==> src/sv/htr_pkg.sv <==
// Package for the HEVC tile rectangle unit: shared types and codes.
`timescale 1ns / 1ps
package htr_pkg;

  typedef enum logic [1:0] {
    ST_OK          = 2'd0,
    ST_BAD_CFG     = 2'd1,
    ST_NON_UNIFORM = 2'd2,
    ST_RANGE       = 2'd3
  } status_t;

  typedef enum logic [2:0] {
    CFG_PIC_W   = 3'd0,
    CFG_PIC_H   = 3'd1,
    CFG_BLK     = 3'd2,
    CFG_COLS    = 3'd3,
    CFG_ROWS    = 3'd4,
    CFG_UNIFORM = 3'd5
  } cfg_idx_t;

  // Control that travels with an item down the pipeline.
  typedef struct packed {
    logic    valid;
    status_t status;
  } ctl_t;

  // One finished result.
  typedef struct packed {
    status_t     status;
    logic [14:0] tile_x;
    logic [14:0] tile_y;
    logic [14:0] tile_width;
    logic [14:0] tile_height;
  } res_t;

endpackage

==> src/sv/htr_div_cell.sv <==
// One restoring-division cell: one quotient bit per lane per cycle while en is high.
`timescale 1ns / 1ps
module htr_div_cell #(
  parameter int L  = 1,
  parameter int DW = 16,
  parameter int VW = 8
) (
  input  logic          clk,
  input  logic          rst_n,
  input  logic          en,
  input  htr_pkg::ctl_t ctl_i,
  input  logic [VW-1:0] div_i [L],
  input  logic [VW-1:0] rem_i [L],
  input  logic [DW-1:0] acc_i [L],
  output htr_pkg::ctl_t ctl_o,
  output logic [VW-1:0] rem_o [L],
  output logic [DW-1:0] acc_o [L]
);
  import htr_pkg::*;

  logic          valid_r;
  status_t       status_r;
  logic [VW-1:0] rem_r   [L];
  logic [DW-1:0] acc_r   [L];
  logic [VW-1:0] rem_nxt [L];
  logic [DW-1:0] acc_nxt [L];
  logic [VW:0]   trial   [L];
  logic          ge      [L];

  always_comb begin
    for (int l = 0; l < L; l++) begin
      trial[l] = {rem_i[l], acc_i[l][DW-1]};
      ge[l]    = trial[l] >= {1'b0, div_i[l]};
      rem_nxt[l] = ge[l] ? VW'(trial[l] - {1'b0, div_i[l]}) : trial[l][VW-1:0];
      acc_nxt[l] = {acc_i[l][DW-2:0], ge[l]};
    end
  end

  always_ff @(posedge clk) begin
    if (!rst_n) begin
      valid_r <= 1'b0;
    end else if (en) begin
      valid_r <= ctl_i.valid;
    end
  end

  always_ff @(posedge clk) begin
    if (en) begin
      status_r <= ctl_i.status;
      rem_r    <= rem_nxt;
      acc_r    <= acc_nxt;
    end
  end

  assign ctl_o = '{valid: valid_r, status: status_r};
  assign rem_o = rem_r;
  assign acc_o = acc_r;

endmodule

==> src/sv/htr_div_chain.sv <==
// Chain of division cells: DW cells give quotient and remainder per lane.
`timescale 1ns / 1ps
module htr_div_chain #(
  parameter int L  = 1,
  parameter int DW = 16,
  parameter int VW = 8
) (
  input  logic          clk,
  input  logic          rst_n,
  input  logic          en,
  input  htr_pkg::ctl_t ctl_i,
  input  logic [VW-1:0] div_i [L],
  input  logic [DW-1:0] dvd_i [L],
  output htr_pkg::ctl_t ctl_o,
  output logic [DW-1:0] quo_o [L],
  output logic [VW-1:0] rem_o [L]
);
  import htr_pkg::*;

  ctl_t          ctl_w [DW+1];
  logic [VW-1:0] rem_w [DW+1][L];
  logic [DW-1:0] acc_w [DW+1][L];

  assign ctl_w[0] = ctl_i;
  for (genvar l = 0; l < L; l++) begin : g_lane
    assign rem_w[0][l] = '0;
    assign acc_w[0][l] = dvd_i[l];
  end

  for (genvar i = 0; i < DW; i++) begin : g_cell
    htr_div_cell #(.L(L), .DW(DW), .VW(VW)) u_cell (
      .clk   (clk),
      .rst_n (rst_n),
      .en    (en),
      .ctl_i (ctl_w[i]),
      .div_i (div_i),
      .rem_i (rem_w[i]),
      .acc_i (acc_w[i]),
      .ctl_o (ctl_w[i+1]),
      .rem_o (rem_w[i+1]),
      .acc_o (acc_w[i+1])
    );
  end

  assign ctl_o = ctl_w[DW];
  assign quo_o = acc_w[DW];
  assign rem_o = rem_w[DW];

endmodule

==> config.mk <==
export PLATFORM = sky130hd
export DESIGN_NAME = htr_div_chain
export DESIGN_NICKNAME = d
export VERILOG_FILES = /design/src/sv/htr_pkg.sv /design/src/sv/htr_div_cell.sv /design/src/sv/htr_div_chain.sv
export SDC_FILE = /design/constraint.sdc
export NUM_CORES = 1
export LEC_CHECK = 0
export BUFFER_PORTS_ARGS = -buffer_cell sky130_fd_sc_hd__buf_2
export CAP_MARGIN = 20
export CORE_UTILIZATION = 64
export CTS_BUF_LIST = sky130_fd_sc_hd__clkbuf_8
export CTS_CLUSTER_DIAMETER = 200
export DETAILED_ROUTE_END_ITERATION = 10
export GPL_TIMING_DRIVEN = 0
export PLACE_DENSITY = 0.85
export SLEW_MARGIN = 20
export SYNTH_ARGS = -nofsm -noshare
export SYNTH_HDL_FRONTEND = slang
export SYNTH_SLANG_ARGS = --single-unit
==> constraint.sdc <==
create_clock -name clk -period 5.63 [get_ports clk]
set_input_delay 1.4075 -clock clk [delete_from_list [all_inputs] [get_ports clk]]
set_output_delay 1.4075 -clock clk [all_outputs]
set_load 0.01 [all_outputs]
==> flow_metrics.py, run 1 <==
metrics = {
    "sta": {
        "setup_ws_ps": 1165,
        "finalSetupViolCount": 0,
        "fmax_mhz": 224.0,
        "timing.slew.headroom_pct": 21.99,
        "finalMaxSlewViolations": 0,
        "rsz0062_at_grt": "false",
        "tightest_slew_ps": 1169,
        "min_period_ps": 4465,
        "finalHoldViolCount": 0,
        "hold-worst-slack_ps": 399.6,
        "finalClockSkew_ps": 31.42,
        "period_share_pct": 79.31,
    },
    "synthesis": {
        "seq_area_frac_synth_pct": 64.44,
        "yosys-top-cells-count": "416 x edfxtp_1, 122 x ha_1, 92 x o21ai_0",
        "synthArstFlopShare_pct": 0,
        "synthDistinctLibCells": 62,
        "ys.flop_type": "edfxtp_1",
        "syn_area_um2": 19880,
        "synth_most_common_cell": "edfxtp_1",
        "ys_warn_count": 0,
        "avgSynthCellArea_um2": 14.22,
        "synthTopCellsByArea": "edfxtp_1 63%, ha_1 7.7%, o21ai_0 2.3%",
        "syn_inst": 1398,
        "yosysTopAreaCell": "edfxtp_1",
        "synth-edff-count": 416,
        "syn_nets": 1565,
        "yosysTopAreaCellShare_pct": 62.83,
        "synth.ff_latch_count": 432,
    },
    "grt": {
        "track_usage_pct": 21.51,
        "grt_pass1_wl_um": 53620,
        "grt_pass1_vias": 11220,
        "antenna_found_initial": 1,
        "grt-ovfl-total": 0,
        "grt_max_degree": 111,
    },
    "place": {
        "io_buffers": 56,
        "gp_congestion": 0.8374,
        "dp_hpwl_um": 20980,
        "dpl.cell_count": 1854,
        "pre_cts_slack_ps": 541.2,
    },
    "die": {
        "die_h_um": 178.3,
        "die-width_um": 178.3,
        "core_area_um2": 30590,
        "num_rows": 64,
        "start_util_pct": 65.00,
        "io_pins": 57,
        "die-area_um2": 31770,
    },
    "hold_path": {
        "hold_path_class": "flip-flop to flip-flop",
    },
    "power": {
        "powerDensity_nw_per_um2": 462.1,
        "p_leak_nw": 8.420,
        "ir_drop_v": 0.0003189,
    },
    "critical_path": {
        "cp_data_required_time_ps": 5960,
        "reg2reg_from": "g_cell[4].u_cell.rem_o[5]$_DFFE_PP_",
        "r2r_slack_ps": 3150,
        "rr_worst_depth": 6,
        "start_kind": "primary input",
        "critPathMaxFanout": 20,
        "timing.rr.end": "g_cell[5].u_cell.rem_o[5]$_DFFE_PP_",
        "path_class": "primary input to flip-flop",
        "crit_path_end_kind": "flip-flop",
        "crit_arrival_ps": 4790,
        "critPathCapture": "g_cell[13].u_cell.rem_o[3]$_DFFE_PP_",
        "startpoint": "div_i[1]",
    },
    "final_layout": {
        "insertedDiodeCount": 0,
        "final_nets": 1697,
        "final_util_pct": 71.93,
        "area_growth_pct": 10.67,
        "fillCellCount": 1990,
        "layout.cells.non_filler": 1976,
        "drive_gt1_share_pct": 15.51,
    },
    "clock_network": {
        "cts_resized": 0,
        "cts_buffers": 70,
        "cts.clk_slew.worst_paths_ps": 70,
        "clk_path_buf_depth": 3,
        "h-tree-depth": 3,
        "cts_tree": "built",
        "post-cts-setup-buffers": 0,
        "clock_sinks": 432,
        "worstSkewPairLatency_ps": 590,
        "root_buffer": "clkbuf_8",
        "ctsHoldBuffers": 0,
    },
    "route": {
        "drtIter0Drc": 947,
        "drt-pass1-iter-count": 5,
        "routed_wirelength_um": 33110,
        "ant_nets": 0,
        "vias": 11540,
        "avgViaCountPerCell": 5.838,
        "avgRoutedWirePerCell_um": 16.76,
        "drc_errors": 0,
    },
    "job": {
        "drv_cap": 0,
    },
    "outcome": {
        "outcome": "finished clean",
    },
}
==> final cells by class <==
| class | instances | area (um2) | share of cell area (%) |
|---|---|---|---|
| plain buffers | 33 | 207.7 | 0.9439 |
| clock inverters | 50 | 235.2 | 1.069 |
| repair buffers | 60 | 400.4 | 1.820 |
| flip-flops and latches | 432 | 12810 | 58.23 |
| well taps | 396 | 495.5 | 2.252 |
| multi-input cells | 863 | 6599 | 29.99 |
| inverters | 70 | 262.8 | 1.194 |
| clock buffers | 72 | 991.0 | 4.504 |
==> power breakdown <==
group          switching [mW]  leakage, nW  total (mW)  internal, mW
Sequential              0.240         4.18        4.56          4.32
Combinational            1.79         3.54        3.23          1.44
Clock                    1.18        0.705        2.38          1.20
==> cell families (layout without fill, tap and decap cells) <==
| group | Yosys count | count (layout) | share of synthesized area, % |
|---|---|---|---|
| adder cells (fa/ha/maj) | 137 | 137 | 9.188 |
| buffers and inverters | 103 | 285 | 2.366 |
| multiplexers | 72 | 72 | 3.858 |
| AO/OA/AOI/OAI | 328 | 328 | 10.98 |
| flip-flops | 432 | 432 | 64.44 |
| XOR/XNOR | 45 | 45 | 1.982 |
| AND/OR/NAND/NOR | 281 | 281 | 7.187 |
==> state kept, by name, summed over array words and instances (netlist names) <==
signal and cells:
g_cell.u_cell.acc_o 256, g_cell.u_cell.rem_o 128, g_cell.u_cell.status_r 32, g_cell.u_cell.valid_r 16
==> metal layers <==
| metal | part of all wire [%] | GRT usage [%] | wire (um) | up-vias |
|---|---|---|---|---|
| met3 | 5.4 | 4.433 | 1794 | 92 |
| met4 | 3.0 | 9.357 | 1009 | 2 |
| met5 | 0.027 | 0 | 9 | - |
| met2 | 48 | 35.49 | 16010 | 321 |
| li1 | - | - | - | 5594 |
| met1 | 43 | 27.66 | 14290 | 5526 |
==> metrics by stage <==
step	area, um2	setup TNS, ps	total power, mW
floorplan	19880	0	7.013
global placement	20660	-1116350	7.660
detailed placement	20780	0	7.798
CTS	22000	0	10.23
global route	22000	0	10.81
finish	22000	0	10.17
==> critical path, cell delays in order <==
cell and delay [ps]:
buf_2 600, inv_1 760, ha_1 540, nor2b_1 130
o21ai_0 230, o21ai_1 200, a21oi_2 490, mux2_2 400
==> placed cells by master (no fill, tap or decap), types with 21 or more instances in the layout <==
master	count
edfxtp_1	416
ha_1	122
o21ai_0	92
inv_1	91
a21oi_1	80
nand2_1	76
clkbuf_8	72
buf_2	62
nor2_1	52
nor2b_1	40
mux2_2	37
mux2i_1	35
o21a_1	26
a21o_1	25
xnor2_1	24
nand3_1	22
xor2_1	21
==> worst min path at each step <==
stage | end | cells after the start | slack, ps | from
finish | g_cell[4].u_cell.acc_o[14]$_DFFE_PP_ | 0 | 400 | g_cell[3].u_cell.acc_o[13]$_DFFE_PP_
global route | g_cell[4].u_cell.acc_o[14]$_DFFE_PP_ | 0 | 400 | g_cell[3].u_cell.acc_o[13]$_DFFE_PP_
CTS | g_cell[8].u_cell.acc_o[2]$_DFFE_PP_ | 0 | 400 | g_cell[7].u_cell.acc_o[1]$_DFFE_PP_
detailed placement | g_cell[10].u_cell.acc_o[11]$_DFFE_PP_ | 0 | 400 | g_cell[9].u_cell.acc_o[10]$_DFFE_PP_
global placement | g_cell[13].u_cell.acc_o[9]$_DFFE_PP_ | 0 | 400 | g_cell[12].u_cell.acc_o[8]$_DFFE_PP_
floorplan | g_cell[10].u_cell.acc_o[10]$_DFFE_PP_ | 0 | 400 | g_cell[9].u_cell.acc_o[9]$_DFFE_PP_
No activity file was read; power rests on OpenSTA's default activity.
==> inputs of run 2 (changes only) <==
CORE_UTILIZATION = 58   (was 64)
PLACE_DENSITY = 0.81   (was 0.85)
clock period = 3.81 ns   (was 5.63 ns; I/O delays follow)
==> run 2 against run 1 <==
Global-route usage fell by 2.1 points. Non-clock buffer count fell by 1. Via count fell by 1.3%. Total power rose by 53%. Final cell count rose by 3.0%. Core utilization fell by 5.6 points.
==> flow_metrics.py, run 2 (synthesis results as in run 1) <==
metrics = {
    "sta": {
        "finalMaxSlewViolations": 0,
        "finalHoldViolCount": 0,
        "finalClockSkew_ps": 21.01,
        "tightest_slew_ps": 1106,
        "min_period_ps": 3459,
        "rsz0062_at_grt": "false",
        "fmax_mhz": 289.1,
        "period_share_pct": 90.80,
        "timing.slew.headroom_pct": 26.18,
        "finalSetupViolCount": 0,
    },
    "route": {
        "routed_wirelength_um": 32920,
        "ant_nets": 0,
        "drc_errors": 0,
        "drtIter0Drc": 668,
        "avgViaCountPerCell": 5.594,
        "avgRoutedWirePerCell_um": 16.17,
        "drt-pass1-iter-count": 5,
        "vias": 11390,
    },
    "final_layout": {
        "insertedDiodeCount": 0,
        "final_nets": 1698,
        "most-common-layout-cells": "416 x edfxtp_1, 122 x ha_1, 94 x inv_1, 92 x o21ai_0, 80 x a21oi_1",
        "final_util_pct": 66.29,
        "largest_register_ffs": 256,
        "drive_gt1_share_pct": 15.74,
        "final_common_cell": "edfxtp_1",
        "area_growth_pct": 12.08,
    },
    "critical_path": {
        "crit_arrival_ps": 3800,
        "rr_worst_depth": 7,
        "crit_path_end_kind": "flip-flop",
        "critPathMaxFanout": 17,
        "path_class": "primary input to flip-flop",
        "cp_data_required_time_ps": 4150,
        "start_kind": "primary input",
    },
    "clock_network": {
        "cts_buffers": 71,
        "cts.clk_slew.worst_paths_ps": 60,
        "cts_tree": "built",
        "worstSkewPairLatency_ps": 610,
        "clk_path_buf_depth": 3,
        "root_buffer": "clkbuf_8",
        "h-tree-depth": 3,
        "post-cts-setup-buffers": 0,
        "clock_sinks": 432,
    },
    "die": {
        "die-area_um2": 35020,
        "die_h_um": 187.1,
        "start_util_pct": 59.14,
        "core_area_um2": 33620,
        "io_pins": 57,
        "num_rows": 67,
        "die-width_um": 187.1,
    },
    "power": {
        "powerDensity_nw_per_um2": 698.8,
        "p_leak_nw": 8.530,
        "ir_drop_v": 0.0003310,
        "p_total_mw": 15.57,
    },
    "hold_path": {
        "hold_depth": 0,
        "hold_path_class": "flip-flop to flip-flop",
    },
    "grt": {
        "antenna_found_initial": 0,
        "grt_max_degree": 116,
        "grt_pass1_wl_um": 54340,
        "grt_pass1_vias": 11280,
        "track_usage_pct": 19.43,
        "grt-ovfl-total": 0,
    },
    "place": {
        "gp_congestion": 0.8446,
        "io_buffers": 56,
        "dp_hpwl_um": 20640,
    },
    "job": {
        "drv_cap": 0,
    },
    "outcome": {
        "outcome": "finished clean",
    },
}
-- run 2: changes by cell type in the layout (fill, tap and decap cells not counted), moves of 3 or more --
cell / previous run / this run
clkbuf_8: 72 / 77
clkinv_2: 9 / 5
inv_1: 91 / 94
bufinv_16: 0 / 7
-- run 2: final timing paths --
path                                                            from                                   end  slack, ps
worst max-delay path                                        div_i[1]  g_cell[13].u_cell.rem_o[3]$_DFFE_PP_        350
worst min-delay path            g_cell[4].u_cell.acc_o[12]$_DFFE_PP_  g_cell[5].u_cell.acc_o[13]$_DFFE_PP_        400
worst max register to register   g_cell[6].u_cell.rem_o[5]$_DFFE_PP_   g_cell[7].u_cell.rem_o[4]$_DFFE_PP_       1340
worst min register to register  g_cell[4].u_cell.acc_o[12]$_DFFE_PP_  g_cell[5].u_cell.acc_o[13]$_DFFE_PP_        400
-- run 2: area by class of cell --
type                       count  area [um2]
clock buffer                  77        1060
timing repair buffer          59       375.4
clock inverter                53       397.9
buffer                        33       207.7
multi-input combinational    863        6599
sequential                   432       12810
inverter                      70       266.5
fill                        2377       11330
tap                          448       560.5
timing repair inverter         1       5.005
-- run 2: routing by layer --
metal  track usage [%]  share of wire [%]  vias to the layer above
li1                  -                  -                     5609
met1             25.01                 44                     5426
met3             4.240                4.6                       92
met4             8.670                3.2                        0
met5                 0                  0                        -
met2             31.77                 48                      263
-- run 2: per-stage QoR --
step | hold WS [ps] | setup WS, ps | cell area [um2] | std cells | TNS, ps
global route | 408.9 | 237.4 | 22280 | 2036 | 0
floorplan | 400.3 | 760.7 | 19880 | 1398 | 0
global placement | 400.4 | -4572 | 20720 | 1902 | -1775640
CTS | 398.4 | 33.12 | 22280 | 2036 | 0
detailed placement | 404.5 | -783.2 | 20820 | 1905 | -53040
finish | 401.0 | 350.6 | 22280 | 2036 | 0
-- run 2: where the power goes --
group	internal [mW]	leakage, nW	total, mW	switching (mW)
combinational	2.12	3.52	4.74	2.62
clock	2.34	0.832	4.09	1.76
sequential	6.39	4.18	6.74	0.353
total	10.8	8.53	15.6	4.73
-- run 2: worst max-delay path, stage by stage --
cell and delay (ps):
clkbuf_4 430, clkinvlp_4 520, ha_1 440, nor2b_1 130
o21ai_0 210, o21ai_1 200, a21oi_2 480, mux2_2 410
-- run 2: timing repair --
| item | in CTS | in global routing |
|---|---|---|
| gates resized for setup | 1 | 1 |
| hold endpoints to repair | 0 | 0 |
| hold buffers | 0 | 0 |
| cloned | 1 | 0 |
| setup endpoints to repair | 6 | 32 |
==> inputs of run 3 (changes only) <==
BUFFER_PORTS_ARGS = unset   (was -buffer_cell sky130_fd_sc_hd__buf_2)
CORE_UTILIZATION = 60   (was 58)
DONT_BUFFER_PORTS = 1   (was unset)
PLACE_DENSITY = 0.82   (was 0.81)
==> run 3 against run 2 <==
Register-to-register slack is essentially flat. Clock power shrank 8.6%. Maximum frequency shrank 1.4%. Count of clock-buffer cells in the layout shrank 4. Setup slack lost 50 ps.
==> flow_metrics.py, run 3 (synthesis results as in run 1) <==
metrics = {
    "outcome": {
        "outcome": "finished clean",
    },
    "grt": {
        "grt_max_degree": 418,
        "grt-ovfl-total": 0,
        "antenna_found_initial": 0,
        "track_usage_pct": 19.66,
        "grt_pass1_vias": 10980,
        "grt_pass1_wl_um": 52380,
    },
    "route": {
        "vias": 11050,
        "avgRoutedWirePerCell_um": 16.40,
        "drtIter0Drc": 616,
        "avgViaCountPerCell": 5.619,
        "routed_wirelength_um": 32270,
        "ant_nets": 0,
        "drt-pass1-iter-count": 5,
        "drc_errors": 0,
    },
    "place": {
        "io_buffers": 0,
        "dpl.cell_count": 1840,
        "gp_congestion": 0.8735,
        "dp_hpwl_um": 20030,
        "place_area_um2": 20430,
    },
    "final_layout": {
        "final_nets": 1639,
        "drive_gt1_share_pct": 11.93,
        "area_growth_pct": 9.408,
        "fillCellCount": 2355,
        "most-common-layout-cells": "416 x edfxtp_1, 122 x ha_1, 98 x inv_1, 92 x o21ai_0, 80 x a21oi_1",
        "layout.cells.non_filler": 1967,
        "final_common_cell": "edfxtp_1",
        "insertedDiodeCount": 0,
        "largest_register_ffs": 256,
        "finalInstanceArea_um2": 21750,
    },
    "die": {
        "num_rows": 66,
        "start_util_pct": 61.11,
        "die-area_um2": 33870,
        "die-width_um": 184.0,
        "core_area_um2": 32540,
        "io_pins": 57,
        "die_h_um": 184.0,
    },
    "critical_path": {
        "timing.rr.end": "g_cell[8].u_cell.rem_o[4]$_DFFE_PP_",
        "start_kind": "primary input",
        "crit_path_end_kind": "flip-flop",
        "critPathCapture": "g_cell[13].u_cell.rem_o[3]$_DFFE_PP_",
        "critPathMaxFanout": 20,
        "crit_chain": "clkinv_1, ha_1, nor2b_1, o21ai_0, o21ai_1, a21oi_2, mux2_2",
        "startpoint": "div_i[1]",
        "reg2reg_from": "g_cell[7].u_cell.rem_o[5]$_DFFE_PP_",
        "crit_slowest_cell": "clkinv_1",
        "slowest_delay_ps": 780,
        "crit_arrival_ps": 3850,
        "crit_cells": 7,
        "cp_top_family": "compound AO/OA/AOI/OAI gates",
        "r2r_slack_ps": 1340,
        "cp_data_required_time_ps": 4160,
        "rr_worst_depth": 7,
        "cp.buffers_inverters": 1,
        "path_class": "primary input to flip-flop",
    },
    "clock_network": {
        "clk_path_buf_depth": 3,
        "cts.clk_slew.worst_paths_ps": 50,
        "post-cts-setup-buffers": 0,
        "cts_tree": "built",
        "root_buffer": "clkbuf_8",
        "h-tree-depth": 3,
        "clock_sinks": 432,
        "worstSkewPairLatency_ps": 600,
        "ctsHoldBuffers": 0,
        "cts_resized": 0,
        "cts_buffers": 72,
    },
    "hold_path": {
        "hold_path_class": "flip-flop to flip-flop",
        "hold_depth": 0,
    },
    "sta": {
        "finalHoldViolCount": 0,
        "timing.slew.headroom_pct": 24.02,
        "finalMaxSlewViolations": 0,
        "rsz0062_at_grt": "false",
        "hold-worst-slack_ps": 400.6,
        "tightest_slew_ps": 1138,
        "min_period_ps": 3509,
        "period_share_pct": 92.10,
        "finalClockSkew_ps": 21.38,
        "fmax_mhz": 285.0,
        "finalSetupViolCount": 0,
    },
    "power": {
        "ir_drop_v": 0.0003336,
        "powerDensity_nw_per_um2": 693.5,
        "p_leak_nw": 8.215,
    },
    "job": {
        "drv_cap": 0,
    },
}
==> run 3: final cells by class <==
cell class	instances	area (um2)	area share [%]
buffer	33	207.7	0.9548
tap	442	553.0	2.542
multi-input combinational	863	6599	30.34
clock buffer	73	1005	4.619
sequential	432	12810	58.90
inverter	70	262.8	1.208
clock inverter	54	312.8	1.438
==> run 3: worst min-delay path by stage <==
stage	startpoint	to
6_report	g_cell[13].u_cell.acc_o[7]$_DFFE_PP_	g_cell[14].u_cell.acc_o[8]$_DFFE_PP_
5_1_grt	g_cell[6].u_cell.acc_o[3]$_DFFE_PP_	g_cell[7].u_cell.acc_o[4]$_DFFE_PP_
4_1_cts	g_cell[13].u_cell.acc_o[7]$_DFFE_PP_	g_cell[14].u_cell.acc_o[8]$_DFFE_PP_
3_5_place_dp	g_cell[9].u_cell.acc_o[1]$_DFFE_PP_	g_cell[10].u_cell.acc_o[2]$_DFFE_PP_
3_3_place_gp	g_cell[12].u_cell.acc_o[12]$_DFFE_PP_	g_cell[13].u_cell.acc_o[13]$_DFFE_PP_
2_1_floorplan	g_cell[9].u_cell.acc_o[9]$_DFFE_PP_	g_cell[10].u_cell.acc_o[10]$_DFFE_PP_
==> run 3: through the flow <==
| step | worst slack, ps | util, % | setup TNS, ps | total power [mW] |
|---|---|---|---|---|
| floorplan | 760.7 | - | 0 | 10.36 |
| global placement | 27.58 | 62.81 | 0 | 11.12 |
| detailed placement | -53.37 | 62.81 | -235.1 | 11.35 |
| CTS | 588.2 | 66.86 | 0 | 15.16 |
| global route | 96.18 | 66.86 | 0 | 16.01 |
| finish | 300.9 | 66.86 | 0 | 15.08 |
==> run 3: metal layers <==
metal | GRT usage [%] | share of wire (%)
met5 | 0 | 0
met4 | 8.333 | 1.9
met1 | 25.53 | 46
met3 | 4.120 | 4.4
met2 | 32.18 | 48
==> run 3: power by group <==
group | internal (mW) | switching (mW) | leakage (nW)
registers | 6.39 | 0.379 | 4.18
clock network | 1.99 | 1.75 | 0.780
logic | 2.07 | 2.50 | 3.26
total | 10.5 | 4.63 | 8.22
